### src/rtl/bounded_positional_list_macros.svh
// Assertion macros used by the bounded positional list top level.
// Expects clk and rst_n in the including module's scope.
`ifndef BOUNDED_POSITIONAL_LIST_MACROS_SVH
`define BOUNDED_POSITIONAL_LIST_MACROS_SVH

// Same-cycle implication, disabled during reset.
`define BPL_ASSERT_NOW(name, cond, prop) \
    name: assert property (@(posedge clk) disable iff (!rst_n) (cond) |-> (prop)) \
        else $error("bounded positional list check failed");

// Next-cycle implication, disabled during reset.
`define BPL_ASSERT_NEXT(name, cond, prop) \
    name: assert property (@(posedge clk) disable iff (!rst_n) (cond) |=> (prop)) \
        else $error("bounded positional list check failed");

`endif

### src/rtl/bpl_pkg.sv
// Package for the bounded positional list: field widths, op and status codes,
// and the per-cell control struct. No dependencies.
package bpl_pkg;

    localparam int DATA_W = 32;
    localparam int OP_W   = 3;
    localparam int POS_W  = 5;
    localparam int ST_W   = 3;

    localparam logic [OP_W-1:0] OP_INS_HEAD = 3'd0;
    localparam logic [OP_W-1:0] OP_INS_TAIL = 3'd1;
    localparam logic [OP_W-1:0] OP_INS_POS  = 3'd2;
    localparam logic [OP_W-1:0] OP_DEL_HEAD = 3'd3;
    localparam logic [OP_W-1:0] OP_DEL_TAIL = 3'd4;
    localparam logic [OP_W-1:0] OP_DEL_POS  = 3'd5;
    localparam logic [OP_W-1:0] OP_SEARCH   = 3'd6;

    localparam logic [ST_W-1:0] ST_OK       = 3'd0;
    localparam logic [ST_W-1:0] ST_EMPTY    = 3'd1;
    localparam logic [ST_W-1:0] ST_FULL     = 3'd2;
    localparam logic [ST_W-1:0] ST_BADPOS   = 3'd3;
    localparam logic [ST_W-1:0] ST_NOTFOUND = 3'd4;

    typedef struct packed {
        logic load;
        logic take_left;
        logic take_right;
        logic compare;
    } cell_ctrl_t;

endpackage

### src/rtl/bounded_positional_list.sv
// Bounded positional list top level: request decode, count, chain of cells, result register.
// Depends on bpl_pkg, bpl_cell and bounded_positional_list_macros.svh.
//
// The block serves one request at a time. An insert or delete is accepted, then in the
// execute state every cell of the chain shifts toward or away from the target slot in
// parallel as the result register is loaded. A search is accepted, then all cells compare
// against the value at once in the execute state; in the find state a priority encoder
// over the registered match flags picks the first hit as the result register is loaded.
// The result register lets a new request be accepted while the previous result still
// waits; the next result is held back until that one is taken, which stretches the
// request by the cycles the receiver stalls. No clearing pass after reset.
`include "bounded_positional_list_macros.svh"

module bounded_positional_list
    import bpl_pkg::*;
#(
    parameter int CAPACITY = 16
)
(
    input  logic                     clk,
    input  logic                     rst_n,
    input  logic                     in_valid,
    output logic                     in_ready,
    input  logic [OP_W-1:0]          op,
    input  logic signed [DATA_W-1:0] value,
    input  logic [POS_W-1:0]         position,
    output logic                     out_valid,
    input  logic                     out_ready,
    output logic [ST_W-1:0]          status,
    output logic signed [DATA_W-1:0] result_value,
    output logic [POS_W-1:0]         found_position,
    output logic [POS_W-1:0]         entry_count
);

    localparam int IW = (CAPACITY > 1) ? $clog2(CAPACITY) : 1;
    localparam int CW = $clog2(CAPACITY + 1);
    localparam int WW = ((CW > POS_W) ? CW : POS_W) + 1;

    localparam logic [1:0] S_IDLE = 2'd0;
    localparam logic [1:0] S_EXEC = 2'd1;
    localparam logic [1:0] S_FIND = 2'd2;

    logic [1:0]        state_reg;
    logic [1:0]        state_next;
    logic [CW-1:0]     count_reg;
    logic [CW-1:0]     count_next;
    logic              out_valid_reg;
    logic              out_valid_next;

    logic [OP_W-1:0]   op_reg;
    logic [DATA_W-1:0] value_reg;
    logic [POS_W-1:0]  position_reg;

    logic [ST_W-1:0]   status_reg;
    logic [ST_W-1:0]   status_next;
    logic [DATA_W-1:0] result_reg;
    logic [DATA_W-1:0] result_next;
    logic [POS_W-1:0]  fpos_reg;
    logic [POS_W-1:0]  fpos_next;
    logic [POS_W-1:0]  ecount_reg;
    logic [POS_W-1:0]  ecount_next;

    logic              out_free;
    logic              exec_go;
    logic              do_ins;
    logic              do_del;
    logic [WW-1:0]     k_w;
    logic [IW-1:0]     k;
    logic [ST_W-1:0]   ex_status;
    logic [WW-1:0]     count_w;
    logic [WW-1:0]     pos_w;
    logic [CW-1:0]     count_upd;
    logic [WW-1:0]     count_next_w;
    logic [POS_W-1:0]  count_low;
    logic              hit;
    logic [IW-1:0]     hit_idx;
    logic [WW-1:0]     hit_pos_w;

    cell_ctrl_t        cell_ctrl [CAPACITY];
    logic [DATA_W-1:0] cell_data [CAPACITY];
    logic [DATA_W-1:0] left_in   [CAPACITY];
    logic [DATA_W-1:0] right_in  [CAPACITY];
    logic              cell_live [CAPACITY];
    logic              cell_match[CAPACITY];

    assign in_ready = (state_reg == S_IDLE);
    assign out_free = !out_valid_reg || out_ready;
    assign exec_go  = (state_reg == S_EXEC) && out_free && (op_reg != OP_SEARCH);

    assign count_w   = {{(WW-CW){1'b0}}, count_reg};
    assign pos_w     = {{(WW-POS_W){1'b0}}, position_reg};
    assign count_low = count_w[POS_W-1:0];
    assign k         = k_w[IW-1:0];

    // decode the captured request against the current count
    always_comb
    begin
        do_ins    = 1'b0;
        do_del    = 1'b0;
        k_w       = '0;
        ex_status = ST_OK;
        case (op_reg)
            OP_INS_HEAD, OP_INS_TAIL:
            begin
                if (count_w >= WW'(CAPACITY))
                begin
                    ex_status = ST_FULL;
                end
                else
                begin
                    do_ins = 1'b1;
                    k_w    = (op_reg == OP_INS_HEAD) ? '0 : count_w;
                end
            end
            OP_INS_POS:
            begin
                if (count_w == '0)
                begin
                    ex_status = ST_EMPTY;
                end
                else if (count_w >= WW'(CAPACITY))
                begin
                    ex_status = ST_FULL;
                end
                else if ((pos_w == '0) || (pos_w > (count_w + WW'(1))))
                begin
                    ex_status = ST_BADPOS;
                end
                else
                begin
                    do_ins = 1'b1;
                    k_w    = pos_w - WW'(1);
                end
            end
            OP_DEL_HEAD, OP_DEL_TAIL:
            begin
                if (count_w == '0)
                begin
                    ex_status = ST_EMPTY;
                end
                else
                begin
                    do_del = 1'b1;
                    k_w    = (op_reg == OP_DEL_HEAD) ? '0 : (count_w - WW'(1));
                end
            end
            OP_DEL_POS:
            begin
                if (count_w == '0)
                begin
                    ex_status = ST_EMPTY;
                end
                else if ((pos_w == '0) || (pos_w > count_w))
                begin
                    ex_status = ST_BADPOS;
                end
                else
                begin
                    do_del = 1'b1;
                    k_w    = pos_w - WW'(1);
                end
            end
            default:
            begin
                ex_status = ST_OK;
            end
        endcase
    end

    // chain of cells
    genvar g;
    generate
        for (g = 0; g < CAPACITY; g++)
        begin : g_cell
            if (g == 0)
            begin : g_first
                assign left_in[g] = value_reg;
            end
            else
            begin : g_mid_l
                assign left_in[g] = cell_data[g-1];
            end
            if (g == CAPACITY - 1)
            begin : g_last
                assign right_in[g] = cell_data[g];
            end
            else
            begin : g_mid_r
                assign right_in[g] = cell_data[g+1];
            end

            assign cell_live[g]            = (CW'(g) < count_reg);
            assign cell_ctrl[g].load       = exec_go && do_ins && (k == IW'(g));
            assign cell_ctrl[g].take_left  = exec_go && do_ins && (IW'(g) > k);
            assign cell_ctrl[g].take_right = exec_go && do_del && (IW'(g) >= k);
            assign cell_ctrl[g].compare    = (state_reg == S_EXEC) && (op_reg == OP_SEARCH);

            bpl_cell u_cell
            (
                .clk        (clk),
                .ctrl       (cell_ctrl[g]),
                .live       (cell_live[g]),
                .left_data  (left_in[g]),
                .right_data (right_in[g]),
                .req_value  (value_reg),
                .data       (cell_data[g]),
                .match      (cell_match[g])
            );
        end
    endgenerate

    // first match wins
    always_comb
    begin
        hit     = 1'b0;
        hit_idx = '0;
        for (int i = CAPACITY - 1; i >= 0; i--)
        begin
            if (cell_match[i])
            begin
                hit     = 1'b1;
                hit_idx = IW'(i);
            end
        end
    end

    assign hit_pos_w = {{(WW-IW){1'b0}}, hit_idx} + WW'(1);

    assign count_upd    = do_ins ? (count_reg + CW'(1)) :
                          do_del ? (count_reg - CW'(1)) : count_reg;
    assign count_next_w = {{(WW-CW){1'b0}}, count_upd};

    always_comb
    begin
        state_next     = state_reg;
        count_next     = count_reg;
        out_valid_next = out_valid_reg && !out_ready;
        status_next    = status_reg;
        result_next    = result_reg;
        fpos_next      = fpos_reg;
        ecount_next    = ecount_reg;
        case (state_reg)
            S_IDLE:
            begin
                if (in_valid)
                begin
                    state_next = S_EXEC;
                end
            end
            S_EXEC:
            begin
                if (op_reg == OP_SEARCH)
                begin
                    state_next = S_FIND;
                end
                else if (out_free)
                begin
                    state_next     = S_IDLE;
                    out_valid_next = 1'b1;
                    status_next    = ex_status;
                    result_next    = do_del ? cell_data[k] : '0;
                    fpos_next      = '0;
                    count_next     = count_upd;
                    ecount_next    = count_next_w[POS_W-1:0];
                end
            end
            S_FIND:
            begin
                if (out_free)
                begin
                    state_next     = S_IDLE;
                    out_valid_next = 1'b1;
                    status_next    = hit ? ST_OK : ST_NOTFOUND;
                    result_next    = hit ? value_reg : '0;
                    fpos_next      = hit ? hit_pos_w[POS_W-1:0] : '0;
                    ecount_next    = count_low;
                end
            end
            default:
            begin
                state_next = S_IDLE;
            end
        endcase
    end

    always_ff @(posedge clk or negedge rst_n)
    begin
        if (!rst_n)
        begin
            state_reg     <= S_IDLE;
            count_reg     <= '0;
            out_valid_reg <= 1'b0;
        end
        else
        begin
            state_reg     <= state_next;
            count_reg     <= count_next;
            out_valid_reg <= out_valid_next;
        end
    end

    // hold the request and the result payload
    always_ff @(posedge clk)
    begin
        if (in_valid && in_ready)
        begin
            op_reg       <= op;
            value_reg    <= value;
            position_reg <= position;
        end
        status_reg <= status_next;
        result_reg <= result_next;
        fpos_reg   <= fpos_next;
        ecount_reg <= ecount_next;
    end

    assign out_valid      = out_valid_reg;
    assign status         = status_reg;
    assign result_value   = result_reg;
    assign found_position = fpos_reg;
    assign entry_count    = ecount_reg;

    `BPL_ASSERT_NOW(a_count_bound, 1'b1, count_w <= WW'(CAPACITY))
    `BPL_ASSERT_NEXT(a_count_hold, state_reg != S_EXEC, $stable(count_reg))
    `BPL_ASSERT_NOW(a_out_count, out_valid_reg, ecount_reg == count_low)
    `BPL_ASSERT_NOW(a_fpos_clear, out_valid_reg && (status_reg != ST_OK), fpos_reg == '0)

endmodule

### src/rtl/bpl_cell.sv
// One storage cell of the list chain: holds one entry and a match flag.
// Depends on bpl_pkg.
module bpl_cell
    import bpl_pkg::*;
(
    input  logic              clk,
    input  cell_ctrl_t        ctrl,
    input  logic              live,
    input  logic [DATA_W-1:0] left_data,
    input  logic [DATA_W-1:0] right_data,
    input  logic [DATA_W-1:0] req_value,
    output logic [DATA_W-1:0] data,
    output logic              match
);

    logic [DATA_W-1:0] data_reg;
    logic [DATA_W-1:0] data_next;
    logic              match_reg;
    logic              match_next;

    always_comb
    begin
        data_next = data_reg;
        if (ctrl.load)
        begin
            data_next = req_value;
        end
        else if (ctrl.take_left)
        begin
            data_next = left_data;
        end
        else if (ctrl.take_right)
        begin
            data_next = right_data;
        end
        match_next = ctrl.compare ? (live && (data_reg == req_value)) : match_reg;
    end

    always_ff @(posedge clk)
    begin
        data_reg  <= data_next;
        match_reg <= match_next;
    end

    assign data  = data_reg;
    assign match = match_reg;

endmodule

### config.mk
export PLATFORM = sky130hd
export DESIGN_NAME = bounded_positional_list
export DESIGN_NICKNAME = d
export VERILOG_FILES = /design/src/rtl/bpl_pkg.sv /design/src/rtl/bounded_positional_list.sv /design/src/rtl/bpl_cell.sv
export VERILOG_INCLUDE_DIRS = /design/src /design/src/rtl
export SDC_FILE = /design/constraint.sdc
export NUM_CORES = 2
export LEC_CHECK = 0
export ABC_AREA = 1
export BUFFER_PORTS_ARGS = -buffer_cell sky130_fd_sc_hd__buf_2
export CAP_MARGIN = 20
export CORE_MARGIN = 2
export CORE_UTILIZATION = 35
export DETAILED_ROUTE_END_ITERATION = 16
export SLEW_MARGIN = 20
export SYNTH_ARGS = -nofsm -noshare
export SYNTH_HDL_FRONTEND = slang
export SYNTH_SLANG_ARGS = --single-unit
### constraint.sdc
create_clock -name clk -period 14.1 [get_ports clk]
set_clock_uncertainty 0.15 [all_clocks]
set_input_delay 0.705 -clock clk [delete_from_list [all_inputs] [get_ports clk]]
set_output_delay 0.705 -clock clk [all_outputs]
set_load 0.01 [all_outputs]
==> flow_summary_export.csv <==
group,metric,value,unit
route,total_via_count_in_the_routed_design,44127,
clock_network,clock_tree.buffer_depth,3,
worst_setup_path,ordered_list_of_cells_on_the_worst_path,"inv_1, ha_1, inv_1, ha_1, nand2_1, nand2_1, nand2_1, nand2_1, nand2_1, nand2_1, nand2_1, nand4_2, nand2_2, nand2_4, nand2_8, nand2_2, inv_2, nand2_1, nand2_2, buf_4, nand2_1, buf_4",
floorplanning,start_util,0.3526,
floorplanning,placement_rows,126,
worst_setup_path,worst_r2r_endpoint,"g_cell[11].u_cell.data[8]",
worst_setup_path,worst_path_max_delay_cell,"sky130_fd_sc_hd__nand2_1",
synthesis,ys_dominant_reg_cell,"sky130_fd_sc_hd__edfxtp_1",
power,power-per-cell-area,251.4,mW/mm²
cells_and_area,post_layout_net_count,5259,
synthesis,ys_seq_area_frac,0.4469,
synthesis,synth_top_family_by_area,"simple AND/OR/NAND/NOR gates",
synthesis,netlist_instances,5293,
grt,groute.usage.overall,0.3633,
power,total_power,11.57,mW
power,vdd.ir_drop.worst,161.5,µV
worst_setup_path,setup.worst_path.start_class,"register",
clock_network,depth_of_the_cts_h_tree,3,
synthesis,syn_nets,5356,
synthesis,yosys_warnings,0,
grt,grt_antenna_before_repair,19,
cells_and_area,largest_register_ffs,512,
timing,fmax,151.7,MHz
clock_network,cts_buffers,79,
clock_network,clock_tree_from_tritoncts,"built",
cells_and_area,fillerInstances,12248,
synthesis,synth_enable_flop_cells,613,
route,drcViolationCount,0,
synthesis,post_synth_instance_area,0.04164,mm²
synthesis,ys_ff_latch,621,
route,antenna_left,0,
route,first_pass_iteration_count_of_the_detailed_router,7,
worst_setup_path,regToRegStartpoint,"count_low[0]",
min_path,number_of_cells_traversed_by_the_worst_hold_path,1,
floorplanning,fp.coreArea,0.1181,mm²
route,drt_wl_total,228500,µm
floorplanning,io-pin-count,91,
worst_setup_path,delay_of_the_slowest_critical_path_stage,0.68,ns
cells_and_area,synthToLayoutAreaGrowth,10.52,%
grt,grt.overflow.total,0,
route,routedWlPerCell,33.60,µm
cells_and_area,multi_input_area,0.01972,mm²
clock_network,postCtsResizedCells,0,
worst_setup_path,setup.worst_path.class,"register to register",
worst_setup_path,timing.critical_path.to_type,"register",
timing,max_slew_violation_count,0,
worst_setup_path,critical_path_arrival,6.85,ns
worst_setup_path,critPathMaxFanout,71,
synthesis,synthAdderAreaFrac,0.005709,
cells_and_area,final-seq-area,0.01861,mm²
grt,first_global_vias,39647,
timing,grt_setup_unrepaired,"no",
min_path,hold_path_class,"input pin to register",
timing,setup_viol,0,
cells_and_area,drive_gt1_frac,0.08915,
timing,finalHoldViolations,0,
synthesis,avgSynthCellArea,7.867,µm²
outcome,status,"finished clean",
synthesis,synth_compound_area_frac,0.1810,
clock_network,cts.sinks,621,
worst_setup_path,rrSetupSlack,7.51,ns
grt,grt_start_max_net_pins,174,
min_path,worstHoldEndpoint,"value_reg[0]",
floorplanning,die_w,348.9,µm
place,gpl.final_weighted_congestion,1.036,
synthesis,synthSimpleGateAreaFrac,0.2403,
clock_network,clk_latency,0.71,ns
synthesis,muxShareOfSynthArea,0,
power,leakage,17.88,nW
timing,final_min_period_over_clock_period,0.4676,
min_path,min-delay-start,"value[0]",
clock_network,postCtsHoldBufs,1,
route,vias_cell,6.488,
clock_network,clk_tree_root_cell,"sky130_fd_sc_hd__clkbuf_16",
worst_setup_path,critical_path_required,14.35,ns
floorplanning,fp.dieArea,0.1217,mm²
worst_setup_path,critical_path.most_common_cell,"sky130_fd_sc_hd__nand2_1",
worst_setup_path,critical-path-top-delay-family,"simple AND/OR/NAND/NOR gates",
worst_setup_path,ff2ff_path_depth,22,
worst_setup_path,worst-path-buf-inv,5,
clock_network,clk_pin_slew,0.06,ns
route,first_iter_violations,8420,
floorplanning,die_h,348.9,µm
clock_network,postCtsSetupRepairBufs,0,
timing,final_period_minus_worst_setup_slack,6.593,ns
timing,worst_slew_margin_rel,0.1569,
place,dpl.hpwl,156900,µm
timing,finalSetupTns,0,ns
synthesis,synthDistinctLibCells,64,
grt,grt_pass1_wl,312800,µm
synthesis,synth-async-reset-ratio,0.01288,
flow_run,maximum_capacitance_violations,0,
timing,worst-slew-pin-transition,1.253,ns
place,port_buffers,90,
synthesis,synth_xor_xnor_area_share,0.04207,
synthesized netlist by cell type, types with 24 or more instances:
cell type | instances | area, µm²
sky130_fd_sc_hd__buf_1 | 52 | 195.2
sky130_fd_sc_hd__nand2_1 | 1619 | 6077
sky130_fd_sc_hd__buf_4 | 25 | 187.7
sky130_fd_sc_hd__xnor2_1 | 124 | 1086
sky130_fd_sc_hd__edfxtp_1 | 613 | 18410
sky130_fd_sc_hd__buf_2 | 104 | 520.5
sky130_fd_sc_hd__or2_2 | 26 | 162.7
sky130_fd_sc_hd__nand4_1 | 31 | 193.9
sky130_fd_sc_hd__inv_2 | 24 | 90.09
sky130_fd_sc_hd__a221oi_1 | 65 | 569.3
sky130_fd_sc_hd__o22ai_1 | 286 | 1789
sky130_fd_sc_hd__nor4_1 | 46 | 287.8
sky130_fd_sc_hd__xor2_1 | 76 | 665.6
sky130_fd_sc_hd__o221ai_1 | 46 | 402.9
sky130_fd_sc_hd__nand3_1 | 402 | 2012
sky130_fd_sc_hd__a21oi_1 | 99 | 495.5
sky130_fd_sc_hd__o21ai_0 | 359 | 1797
sky130_fd_sc_hd__o21ai_1 | 157 | 785.8
sky130_fd_sc_hd__nor2_1 | 176 | 660.6
sky130_fd_sc_hd__clkbuf_1 | 224 | 840.8
sky130_fd_sc_hd__inv_1 | 407 | 1528
sky130_fd_sc_hd__o211ai_1 | 150 | 1126
placed cells by master, fill, tap and decap left out, types with 7 or more instances in the layout:
cell	instances
sky130_fd_sc_hd__nand2_1	1613
sky130_fd_sc_hd__edfxtp_1	613
sky130_fd_sc_hd__inv_1	405
sky130_fd_sc_hd__nand3_1	402
sky130_fd_sc_hd__o21ai_0	359
sky130_fd_sc_hd__o22ai_1	286
sky130_fd_sc_hd__nor2_1	167
sky130_fd_sc_hd__o21ai_1	157
sky130_fd_sc_hd__o211ai_1	150
sky130_fd_sc_hd__buf_4	139
sky130_fd_sc_hd__xnor2_1	124
sky130_fd_sc_hd__a21oi_1	95
sky130_fd_sc_hd__buf_2	91
sky130_fd_sc_hd__clkbuf_16	81
sky130_fd_sc_hd__xor2_1	76
sky130_fd_sc_hd__a221oi_1	64
sky130_fd_sc_hd__o221ai_1	46
sky130_fd_sc_hd__nor4_1	46
sky130_fd_sc_hd__clkinv_1	32
sky130_fd_sc_hd__nand4_1	31
sky130_fd_sc_hd__or2_2	26
sky130_fd_sc_hd__inv_2	24
sky130_fd_sc_hd__nand3b_1	20
sky130_fd_sc_hd__ha_1	19
sky130_fd_sc_hd__clkbuf_1	16
sky130_fd_sc_hd__nand2_2	14
sky130_fd_sc_hd__clkinv_2	12
sky130_fd_sc_hd__a2111oi_0	11
sky130_fd_sc_hd__nor2_2	10
sky130_fd_sc_hd__o21a_1	10
sky130_fd_sc_hd__o221ai_2	9
sky130_fd_sc_hd__nor2_4	8
sky130_fd_sc_hd__nor3_1	8
sky130_fd_sc_hd__dfrtp_1	8
sky130_fd_sc_hd__nand2_4	7
how the worst max path moves through the flow:
| stage | slack [ns] | cells after the start | to | start |
|---|---|---|---|---|
| final | 7.51 | 22 | g_cell[11].u_cell.data[8] | count_low[0] |
| after global routing | 7.22 | 23 | g_cell[4].u_cell.data[13] | count_low[0] |
| after CTS | 7.61 | 23 | g_cell[11].u_cell.data[8] | count_low[0] |
| after detailed placement | 7.66 | 23 | g_cell[11].u_cell.data[7] | count_low[0] |
| after global placement | 7.65 | 23 | g_cell[4].u_cell.data[8] | count_low[0] |
| after floorplan | 7.13 | 22 | g_cell[2].u_cell.data[0] | count_low[0] |
cell families (layout without fill, tap and decap cells):
logic type      count (synthesis)  in the layout
compound gates               1220           1220
flops                         621            621
simple gates                 2378           2378
xor+xnor                      200            200
fa+ha+maj                      19             19
other cells                     0              4
buf+inv                       855            823
through the flow:
step	cell area, µm²	util	hold WS (ns)	setup WS (ns)	instances
6_report	46020	0.3897	0.02313	7.507	6801
5_1_grt	46010	0.3897	0.02826	7.223	6797
4_1_cts	45930	0.3890	0.01164	7.606	6794
3_5_place_dp	43440	0.3679	0.4298	7.657	6647
3_3_place_gp	43430	0.3678	0.4069	7.646	6646
2_1_floorplan	41640	-	0.2594	7.126	5293
where the power goes:
group,total [mW],leakage [nW],switching [mW],internal (mW)
clock,2.03,1.20,0.913,1.12
sequential,3.80,5.77,0.803,3.00
combinational,5.73,10.9,4.26,1.48
routing by layer:
layer / wire length (µm) / global-route usage / share of wire
met5: 204 / 0 / 0.00089
met4: 19380 / 0.2564 / 0.085
met1: 82560 / 0.4724 / 0.36
met2: 86470 / 0.4794 / 0.38
met3: 39870 / 0.1522 / 0.17
final cells by class:
| type | count | area share |
|---|---|---|
| multi-input cells | 3817 | 0.4285 |
| flip-flops and latches | 621 | 0.4043 |
| clock buffers | 99 | 0.04595 |
| well taps | 1536 | 0.04176 |
| inverters | 441 | 0.03605 |
| repair buffers | 236 | 0.03529 |
| clock inverters | 47 | 0.007885 |
| diodes | 4 | 0.0002175 |
Note: power is estimated with default switching activity, not from simulation.
